$ cat config.mk
export PLATFORM = sky130hd
export DESIGN_NAME = circular_array_deque_core
export DESIGN_NICKNAME = d
export VERILOG_FILES = /design/src/rtl/cdq_pkg.sv /design/src/rtl/circular_array_deque_core.sv /design/src/rtl/cdq_cell.sv
export SDC_FILE = /design/constraint.sdc
export NUM_CORES = 1
export LEC_CHECK = 0
export ABC_AREA = 1
export BUFFER_PORTS_ARGS = -buffer_cell sky130_fd_sc_hd__buf_2
export CORE_ASPECT_RATIO = 0.9
export CORE_MARGIN = 3
export CORE_UTILIZATION = 25
export DETAILED_ROUTE_END_ITERATION = 10
export PLACE_DENSITY = 0.47
export SYNTH_ARGS = -nofsm -noshare
export SYNTH_HDL_FRONTEND = slang
export SYNTH_SLANG_ARGS = --single-unit
$ cat constraint.sdc
create_clock -name clk -period 4.75 [get_ports clk]
set_input_delay 0.7125 -clock clk [delete_from_list [all_inputs] [get_ports clk]]
set_output_delay 0.7125 -clock clk [all_outputs]
set_load 0.1 [all_outputs]
$ cat src/rtl/cdq_pkg.sv
// shared types and constants for the circular array deque
`default_nettype none

package cdq_pkg;

    // number of element cells in the chain
    localparam int unsigned DEPTH = 16;

    // element width
    localparam int unsigned DATA_W = 32;

    typedef logic [DATA_W-1:0] data_t;

    // request codes
    typedef enum logic [1:0] {
        OP_PUSH_FRONT = 2'd0,
        OP_PUSH_REAR  = 2'd1,
        OP_POP_FRONT  = 2'd2,
        OP_POP_REAR   = 2'd3
    } op_t;

    // result status codes
    typedef enum logic [1:0] {
        ST_OK    = 2'd0,
        ST_FULL  = 2'd1,
        ST_EMPTY = 2'd2
    } status_t;

    // command broadcast to every cell in the same cycle
    typedef struct packed {
        logic  shift_right;
        logic  shift_left;
        logic  load_rear;
        logic  drop_rear;
        data_t value;
    } cell_ctrl_t;

endpackage

`default_nettype wire

$ cat src/rtl/circular_array_deque_core.sv
// Double-ended queue of up to DEPTH signed 32-bit elements held in a chain of cells.
// The front element always sits in the first cell and the occupied cells form one
// unbroken run; pushes and pops at the front shift the whole chain by one cell,
// while rear operations touch only the cell at the end of the run. A request is
// taken on any cycle with start high (busy never rises), so one request per clock
// is sustained; each request gives exactly one result, shown with done high on the
// cycle right after acceptance, and the receiver has no way to hold it off. The
// cell update is a registered step of the chain.
// now_empty and now_full reflect the state after the request being reported.
`default_nettype none

module circular_array_deque_core
    import cdq_pkg::*;
(
    input  wire logic               clk,
    input  wire logic               rst_n,
    input  wire logic               start,
    output logic                    busy,
    input  wire logic        [1:0]  opcode,
    input  wire logic signed [31:0] push_value,
    output logic                    done,
    output logic signed      [31:0] pop_value,
    output logic             [1:0]  status,
    output logic                    now_empty,
    output logic                    now_full
);

    data_t             cell_data [DEPTH];
    data_t             cell_tap  [DEPTH];
    logic  [DEPTH-1:0] valid_vec;
    cell_ctrl_t        ctrl;

    logic    accept;
    op_t     op;
    logic    is_push;
    logic    deque_empty;
    logic    deque_full;
    logic    refused;
    data_t   rear_value;

    logic    done_reg;
    logic    done_next;
    data_t   pop_value_reg;
    data_t   pop_value_next;
    status_t status_reg;
    status_t status_next;

    // request decode
    assign busy        = 1'b0;
    assign accept      = start && !busy;
    assign op          = op_t'(opcode);
    assign is_push     = (op == OP_PUSH_FRONT) || (op == OP_PUSH_REAR);
    assign deque_empty = !valid_vec[0];
    assign deque_full  = valid_vec[DEPTH-1];
    assign refused     = is_push ? deque_full : deque_empty;

    // command to the chain
    always_comb
    begin
        ctrl             = '0;
        ctrl.value       = data_t'(push_value);
        if (accept && !refused)
        begin
            case (op)
                OP_PUSH_FRONT: ctrl.shift_right = 1'b1;
                OP_PUSH_REAR:  ctrl.load_rear   = 1'b1;
                OP_POP_FRONT:  ctrl.shift_left  = 1'b1;
                OP_POP_REAR:   ctrl.drop_rear   = 1'b1;
                default:       ctrl             = '0;
            endcase
        end
    end

    // the chain of cells
    for (genvar i = 0; i < DEPTH; i++)
    begin : g_cell
        data_t left_d;
        logic  left_v;
        data_t right_d;
        logic  right_v;

        if (i == 0)
        begin : g_head
            assign left_d = data_t'(push_value);
            assign left_v = 1'b1;
        end
        else
        begin : g_link_left
            assign left_d = cell_data[i-1];
            assign left_v = valid_vec[i-1];
        end

        if (i == DEPTH - 1)
        begin : g_tail
            assign right_d = '0;
            assign right_v = 1'b0;
        end
        else
        begin : g_link_right
            assign right_d = cell_data[i+1];
            assign right_v = valid_vec[i+1];
        end

        cdq_cell u_cell
        (
            .clk         (clk),
            .rst_n       (rst_n),
            .ctrl        (ctrl),
            .left_data   (left_d),
            .left_valid  (left_v),
            .right_data  (right_d),
            .right_valid (right_v),
            .data        (cell_data[i]),
            .valid       (valid_vec[i]),
            .rear_tap    (cell_tap[i])
        );
    end

    // rear element: only the last occupied cell drives its value onto its tap, all others drive zero
    always_comb
    begin
        rear_value = '0;
        for (int unsigned i = 0; i < DEPTH; i++)
        begin
            rear_value = rear_value | cell_tap[i];
        end
    end

    // result for the request taken this cycle
    always_comb
    begin
        done_next      = accept;
        pop_value_next = '0;
        status_next    = ST_OK;
        if (refused)
        begin
            status_next = is_push ? ST_FULL : ST_EMPTY;
        end
        else if (op == OP_POP_FRONT)
        begin
            pop_value_next = cell_data[0];
        end
        else if (op == OP_POP_REAR)
        begin
            pop_value_next = rear_value;
        end
    end

    // result strobe
    always_ff @(posedge clk or negedge rst_n)
    begin
        if (!rst_n)
        begin
            done_reg <= 1'b0;
        end
        else
        begin
            done_reg <= done_next;
        end
    end

    // result payload
    always_ff @(posedge clk)
    begin
        pop_value_reg <= pop_value_next;
        status_reg    <= status_next;
    end

    assign done      = done_reg;
    assign pop_value = signed'(pop_value_reg);
    assign status    = status_reg;
    assign now_empty = deque_empty;
    assign now_full  = deque_full;

    // occupied cells always form one run starting at the front
    assert property (@(posedge clk) disable iff (!rst_n)
        (valid_vec[DEPTH-1:1] & ~valid_vec[DEPTH-2:0]) == '0)
        else $error("deque cells not contiguous");

    // every request is answered on the next cycle
    assert property (@(posedge clk) disable iff (!rst_n)
        accept |=> done)
        else $error("missing result strobe");

    // a refused request leaves the chain untouched
    assert property (@(posedge clk) disable iff (!rst_n)
        (accept && refused) |=> $stable(valid_vec))
        else $error("refused request changed the deque");

    // without a request the chain holds
    assert property (@(posedge clk) disable iff (!rst_n)
        !accept |=> $stable(valid_vec))
        else $error("deque changed without a request");

    // an empty refusal reports an empty deque
    assert property (@(posedge clk) disable iff (!rst_n)
        (done && (status == ST_EMPTY)) |-> (now_empty && pop_value == '0))
        else $error("empty refusal with inconsistent result");

endmodule

`default_nettype wire

$ cat src/rtl/cdq_cell.sv
// one element cell of the deque chain: holds a value and its occupied flag
`default_nettype none

module cdq_cell
    import cdq_pkg::*;
(
    input  wire logic       clk,
    input  wire logic       rst_n,
    input  wire cell_ctrl_t ctrl,
    input  wire data_t      left_data,
    input  wire logic       left_valid,
    input  wire data_t      right_data,
    input  wire logic       right_valid,
    output data_t           data,
    output logic            valid,
    output data_t           rear_tap
);

    data_t data_reg;
    data_t data_next;
    logic  valid_reg;
    logic  valid_next;

    // next value from the broadcast command and the two neighbors
    always_comb
    begin
        data_next  = data_reg;
        valid_next = valid_reg;
        if (ctrl.shift_right)
        begin
            data_next  = left_data;
            valid_next = left_valid;
        end
        else if (ctrl.shift_left)
        begin
            data_next  = right_data;
            valid_next = right_valid;
        end
        else if (ctrl.load_rear)
        begin
            // first free cell after the occupied run takes the new element
            if (!valid_reg && left_valid)
            begin
                data_next  = ctrl.value;
                valid_next = 1'b1;
            end
        end
        else if (ctrl.drop_rear)
        begin
            // last occupied cell lets go of its element
            if (valid_reg && !right_valid)
            begin
                valid_next = 1'b0;
            end
        end
    end

    // occupied flag
    always_ff @(posedge clk or negedge rst_n)
    begin
        if (!rst_n)
        begin
            valid_reg <= 1'b0;
        end
        else
        begin
            valid_reg <= valid_next;
        end
    end

    // element value, meaningful only while occupied
    always_ff @(posedge clk)
    begin
        data_reg <= data_next;
    end

    assign data     = data_reg;
    assign valid    = valid_reg;
    assign rear_tap = (valid_reg && !right_valid) ? data_reg : '0;

endmodule

`default_nettype wire
# Word level (Yosys, flattened, before mapping)
# Index checks and enable logic that the tools add are counted.
# op_classes
n_reduce_logical	99
bitwise_logic	15
n_eq_ne	19
n_mux	183
# op_table
operator	n
$mux W32	82
$or A32 B32 Y32	15
$mux W1	99
$reduce_bool A4 Y1	16
$ne A4 B1 Y1 const B	15
$reduce_bool A3 Y1	16
$reduce_and A3 Y1	14
$mux W36	1
$reduce_and A2 Y1	18
$logic_not A1 Y1	17
$logic_and A1 B1 Y1	16
$eq A2 B2 Y1 const B	2
$ne A3 B3 Y1 const B	1
$eq A2 B1 Y1 const B	1
$logic_not A2 Y1	1
$mux W2	1
$logic_or A1 B1 Y1	1
# word_totals
wordCells	351
out_inout_bits	38
input_bits	37
reg_bits	563

# Logic depth before layout (Yosys ltp)
# depth
word_depth	20
depth_mapped	11
mapped_depth_nobuf	9

# Modules after synthesis
# Synthesis repeated with hierarchy kept, for this count alone.
# hier_totals
cells_unflattened	4847
hier_area_um2	35155.0
# modules_own_cells
mod	instances	seq_area_each_um2	cells_each	area_per_inst_um2
cdq_cell	16	985.9	263	1998.2
circular_array_deque_core	1	705.7	639	3184.3

# Least setup slack after synthesis
# Ideal clock, no wire load.
# synth_timing
path_type	register to register
startpoint	register g_cell[15].u_cell.valid_reg
endpoint	register g_cell[0].u_cell.data_reg[0], enable pin
slack_ns	0.260
required_time_ns	4.284
n_path_buf	2
arrival_ns	4.024
setup_time_ns	0.466
path_stages_with_launch	8
synth_period_minus_slack_ns	4.490
path_cell_list	dfrtp_1 buf_2 o21ai_2 nand2_2 nor2_1 inv_1 clkbuf_1 o21ai_0
# synth_between
elab_chain_cells	6
word_cells_on_any_way	7
classes_between	eq/ne (1); mux (2); reduce/logical (4)
# synth_rtl
element	line	text
start, declared	cdq_cell.sv:21	logic valid_reg;
start signal, assigned	cdq_cell.sv:67	valid_reg <= valid_next;
$mux W1 *	circular_array_deque_core.sv:55	assign refused = is_push ? deque_full : deque_empty;
$logic_not A1 Y1 *	circular_array_deque_core.sv:62	if (accept && !refused)
$logic_and A1 B1 Y1 *	circular_array_deque_core.sv:62	
$mux W36 *	circular_array_deque_core.sv:62	
$ne A3 B3 Y1 (no source line) or $reduce_bool A3 Y1 (tied branches)	-	
$reduce_and A2 Y1 (no source line) *	-	
end signal, assigned	cdq_cell.sv:74	data_reg <= data_next;
end, declared	cdq_cell.sv:19	data_t data_reg;
# Mark *: on every way between the ends. The rest lies on a longest branch, timed or not.
# A chain may end at the register's enable or synchronous reset.

# Worst setup path in the final report
# layout_timing
startpoint	register g_cell[0].u_cell.valid_reg
endpoint	register g_cell[5].u_cell.data_reg[14], enable pin
# layout_between
elab_chain_cells	7
word_cells_on_any_way	8
classes_between	mux (2); reduce/logical (6)
# layout_rtl
element	line
start, declared	cdq_cell.sv:21
start signal, assigned	cdq_cell.sv:67
$logic_not A1 Y1 *	-
$mux W1 *	circular_array_deque_core.sv:55
$logic_not A1 Y1 *	circular_array_deque_core.sv:62
$logic_and A1 B1 Y1 *	circular_array_deque_core.sv:62
$mux W36 *	circular_array_deque_core.sv:62
$reduce_bool A3 Y1 (no source line)	-
$reduce_and A2 Y1 (no source line) *	-
end signal, assigned	cdq_cell.sv:74
end, declared	cdq_cell.sv:19
# Marks and branches as above.

==> run summary <==
Post-CTS Resized: 0
First-pass GRT wire length: 180 mm
CP Max Fanout: 22
R2R Path Start: g_cell[0].u_cell.valid$_DFFE_PN0P_
Post-Syn Instances: 3567
Asr flop ratio synth: 0.0302
Fmax: 303 MHz
Total global routing overflow: 0
Post-synth EDFFs: 512
Clk slew on worst S/H paths: 0.07 ns
VDD IR max: 0.000287 V
Initial antenna violation count: 4
Post-synthesis compound-gate area fraction: 0.0446
Most numerous cell in the Yosys netlist: nand2_1
Worst-Skew Late Latency: 0.63 ns
Final period util: 0.694
Bufs and invs on worst path: 2
Top cells by area, synth: edfxtp_1, nand2_1, nand3_1
Critical Path RT: 5.06 ns
CTS H-tree lvls: 3
RSZ-0062 raised after global routing: false
Hold Path Class: input pin to asynchronous set/reset pin
PortBufs: 73
Mean Syn Cell Area: 8.31 sq um
WS Path Type: register to register
GRT Total Usage: 0.198
CTS Buffer Depth: 3
Yosys top cell area share: 0.519
R2R depth: 7
Fin nets: 3572
Critical path capture point type: register
Worst EP arrival: 3.61 ns
TritonCTS clock tree: yes
Largest net degree at the start of global routing: 202
Syn. warnings: 0
Critical path cell sequence: nand2_1 -> o21ai_2 -> nand2_2 -> nor2_1 -> inv_1 -> o21ai_4 -> buf_4
Dpl cells: 5040
Skew final: 0.0323 ns
Cell Rows: 119
Largest stage delay, worst path: 1.26 ns
Post-route ant nets: 0
Sequential element share of the synthesized area: 0.556
Synth Area in XOR/XNOR: 0
Io pins: 75
Crit path max-delay family: compound AO/OA/AOI/OAI gates
Design Area, Final: 0.0339 sq mm
GPL Wtd Cong: 0.819
Post-synth top area cell: edfxtp_1
CP max stage cell: o21ai_4
DRT iter0 DRCs: 3872
Mux contribution to synthesized area: 0
Horiz. Die Dim: 369 um
DRC Markers: 0
Capturing point of the worst reg2reg path: g_cell[5].u_cell.data[14]$_DFFE_PP_
Cell area power density: 455 mW/mm^2
Commonest cells in the synthesized netlist: nand2_1, nand3_1, edfxtp_1
Slew headroom: 0.0562
Setup TNS: 0 ns
Largest register FFs: 512
Yosys reg bits: 563
Post-CTS setup buffers: 0
Synth Cell Area: 0.0296 sq mm
Layout cells sized above 1: 0.0900
TritonCTS Sinks: 563
Synth Area in Adders: 0
Area Growth Syn to Fin: 14.3%
Inserted Diodes: 0
Hold buffer count at cts: 0
Via count: 26844
Largest family of logic cells by synthesized area: simple AND/OR/NAND/NOR gates
Flop2flop setup slack: 1.45 ns
Cell variety after synth: 28
Placed wire-length estimate: 73.1 mm
Total of max-cap violations: 0
Drt pass-1 iters: 6
Total chip power: 15400 uW
Clock root buffer master: clkbuf_16
Number of global-route vias before repair: 24957
DIE HEIGHT: 333 um
Setup crit start kind: register
Final Max Slew Viols: 0
Status: complete, no violations
Vias per cell: 5.20
Wirelength per Cell: 24.4 um
Area after DPL: 0.0318 sq mm
Final setup vio count: 0
CTS buffer count: 66
Die footprint: 0.123 sq mm
Syn_nets: 3604
Main flop type after synthesis: edfxtp_1
Initial Util: 0.253
Worst-Margin Slew: 1.41 ns
Core footprint: 0.117 sq mm
Leak pwr: 0.0129 uW
Final Util: 0.289
Synth Area in Simple Gates: 0.343
Hold Vio Cnt, Final: 0
Total Wirelength: 126 mm
Fin cells: 5161
Min cycle time layout: 3.30 ns
-- how the worst max path moves through the flow --
stage	to	cells after the start	start
finish	g_cell[5].u_cell.data[14]$_DFFE_PP_	7	g_cell[0].u_cell.valid$_DFFE_PN0P_
floorplan	g_cell[0].u_cell.data[0]$_DFFE_PP_	7	g_cell[15].u_cell.valid$_DFFE_PN0P_
global placement	g_cell[5].u_cell.data[14]$_DFFE_PP_	8	opcode[1]
CTS	g_cell[5].u_cell.data[21]$_DFFE_PP_	6	g_cell[15].u_cell.valid$_DFFE_PN0P_
detailed placement	g_cell[5].u_cell.data[14]$_DFFE_PP_	8	opcode[1]
global route	g_cell[5].u_cell.data[21]$_DFFE_PP_	6	g_cell[15].u_cell.valid$_DFFE_PN0P_
-- worst register-to-register path, delay by kind of cell (launching register included) --
| kind | cells | cell delay, ns |
|---|---|---|
| AO/OA/AOI/OAI | 2 | 1.39 |
| buffers and inverters | 2 | 0.82 |
| AND/OR/NAND/NOR | 3 | 0.32 |
| flip-flops | 1 | 0.47 |
-- layout by cell type (no fill, tap or decap), types with 14 or more instances in the layout --
master,n
dfxtp_1,34
nand3_1,855
nor2_1,150
inv_2,17
buf_4,79
o211ai_1,60
a21oi_1,41
dfrtp_2,14
clkbuf_16,67
buf_2,73
edfxtp_1,512
nand2_1,1378
o21ai_0,108
buf_12,14
clkbuf_1,18
inv_1,83
-- area by class of cell --
cell class | instances | area, sq um
clock buffer | 87 | 1770
clock inverter | 34 | 323
fill | 12727 | 83500
inverter | 103 | 397
multi-input combinational | 2635 | 11700
sequential | 563 | 16500
tap | 1573 | 1970
timing repair buffer | 166 | 1240
-- routing by layer --
metal,track usage,part of all wire
met1,0.301,0.45
met4,0.0565,0.028
met3,0.0351,0.10
met2,0.285,0.42
met5,0.00654,0.00093
-- report_power, final --
part / switching (uW) / internal, uW / total (uW)
combinational: 3090 / 854 / 3940
clock: 2230 / 2920 / 5150
sequential: 346 / 5980 / 6330
-- metrics by stage --
| stage | hold slack, ns | worst slack (ns) |
|---|---|---|
| 2_1_floorplan | 0.417 | 0.260 |
| 3_3_place_gp | 0.549 | 0.983 |
| 3_5_place_dp | 0.555 | 0.951 |
| 4_1_cts | 0.0418 | 1.49 |
| 5_1_grt | 0.0721 | 1.36 |
| 6_report | 0.0721 | 1.45 |
-- logic make-up after synthesis --
| family | Yosys count |
|---|---|
| AOI/OAI and AO/OA | 231 |
| and+or+nand+nor | 2403 |
| other | 1 |
| buffers and inverters | 369 |
| DFF | 563 |
No activity file was read; power rests on OpenSTA's default activity.
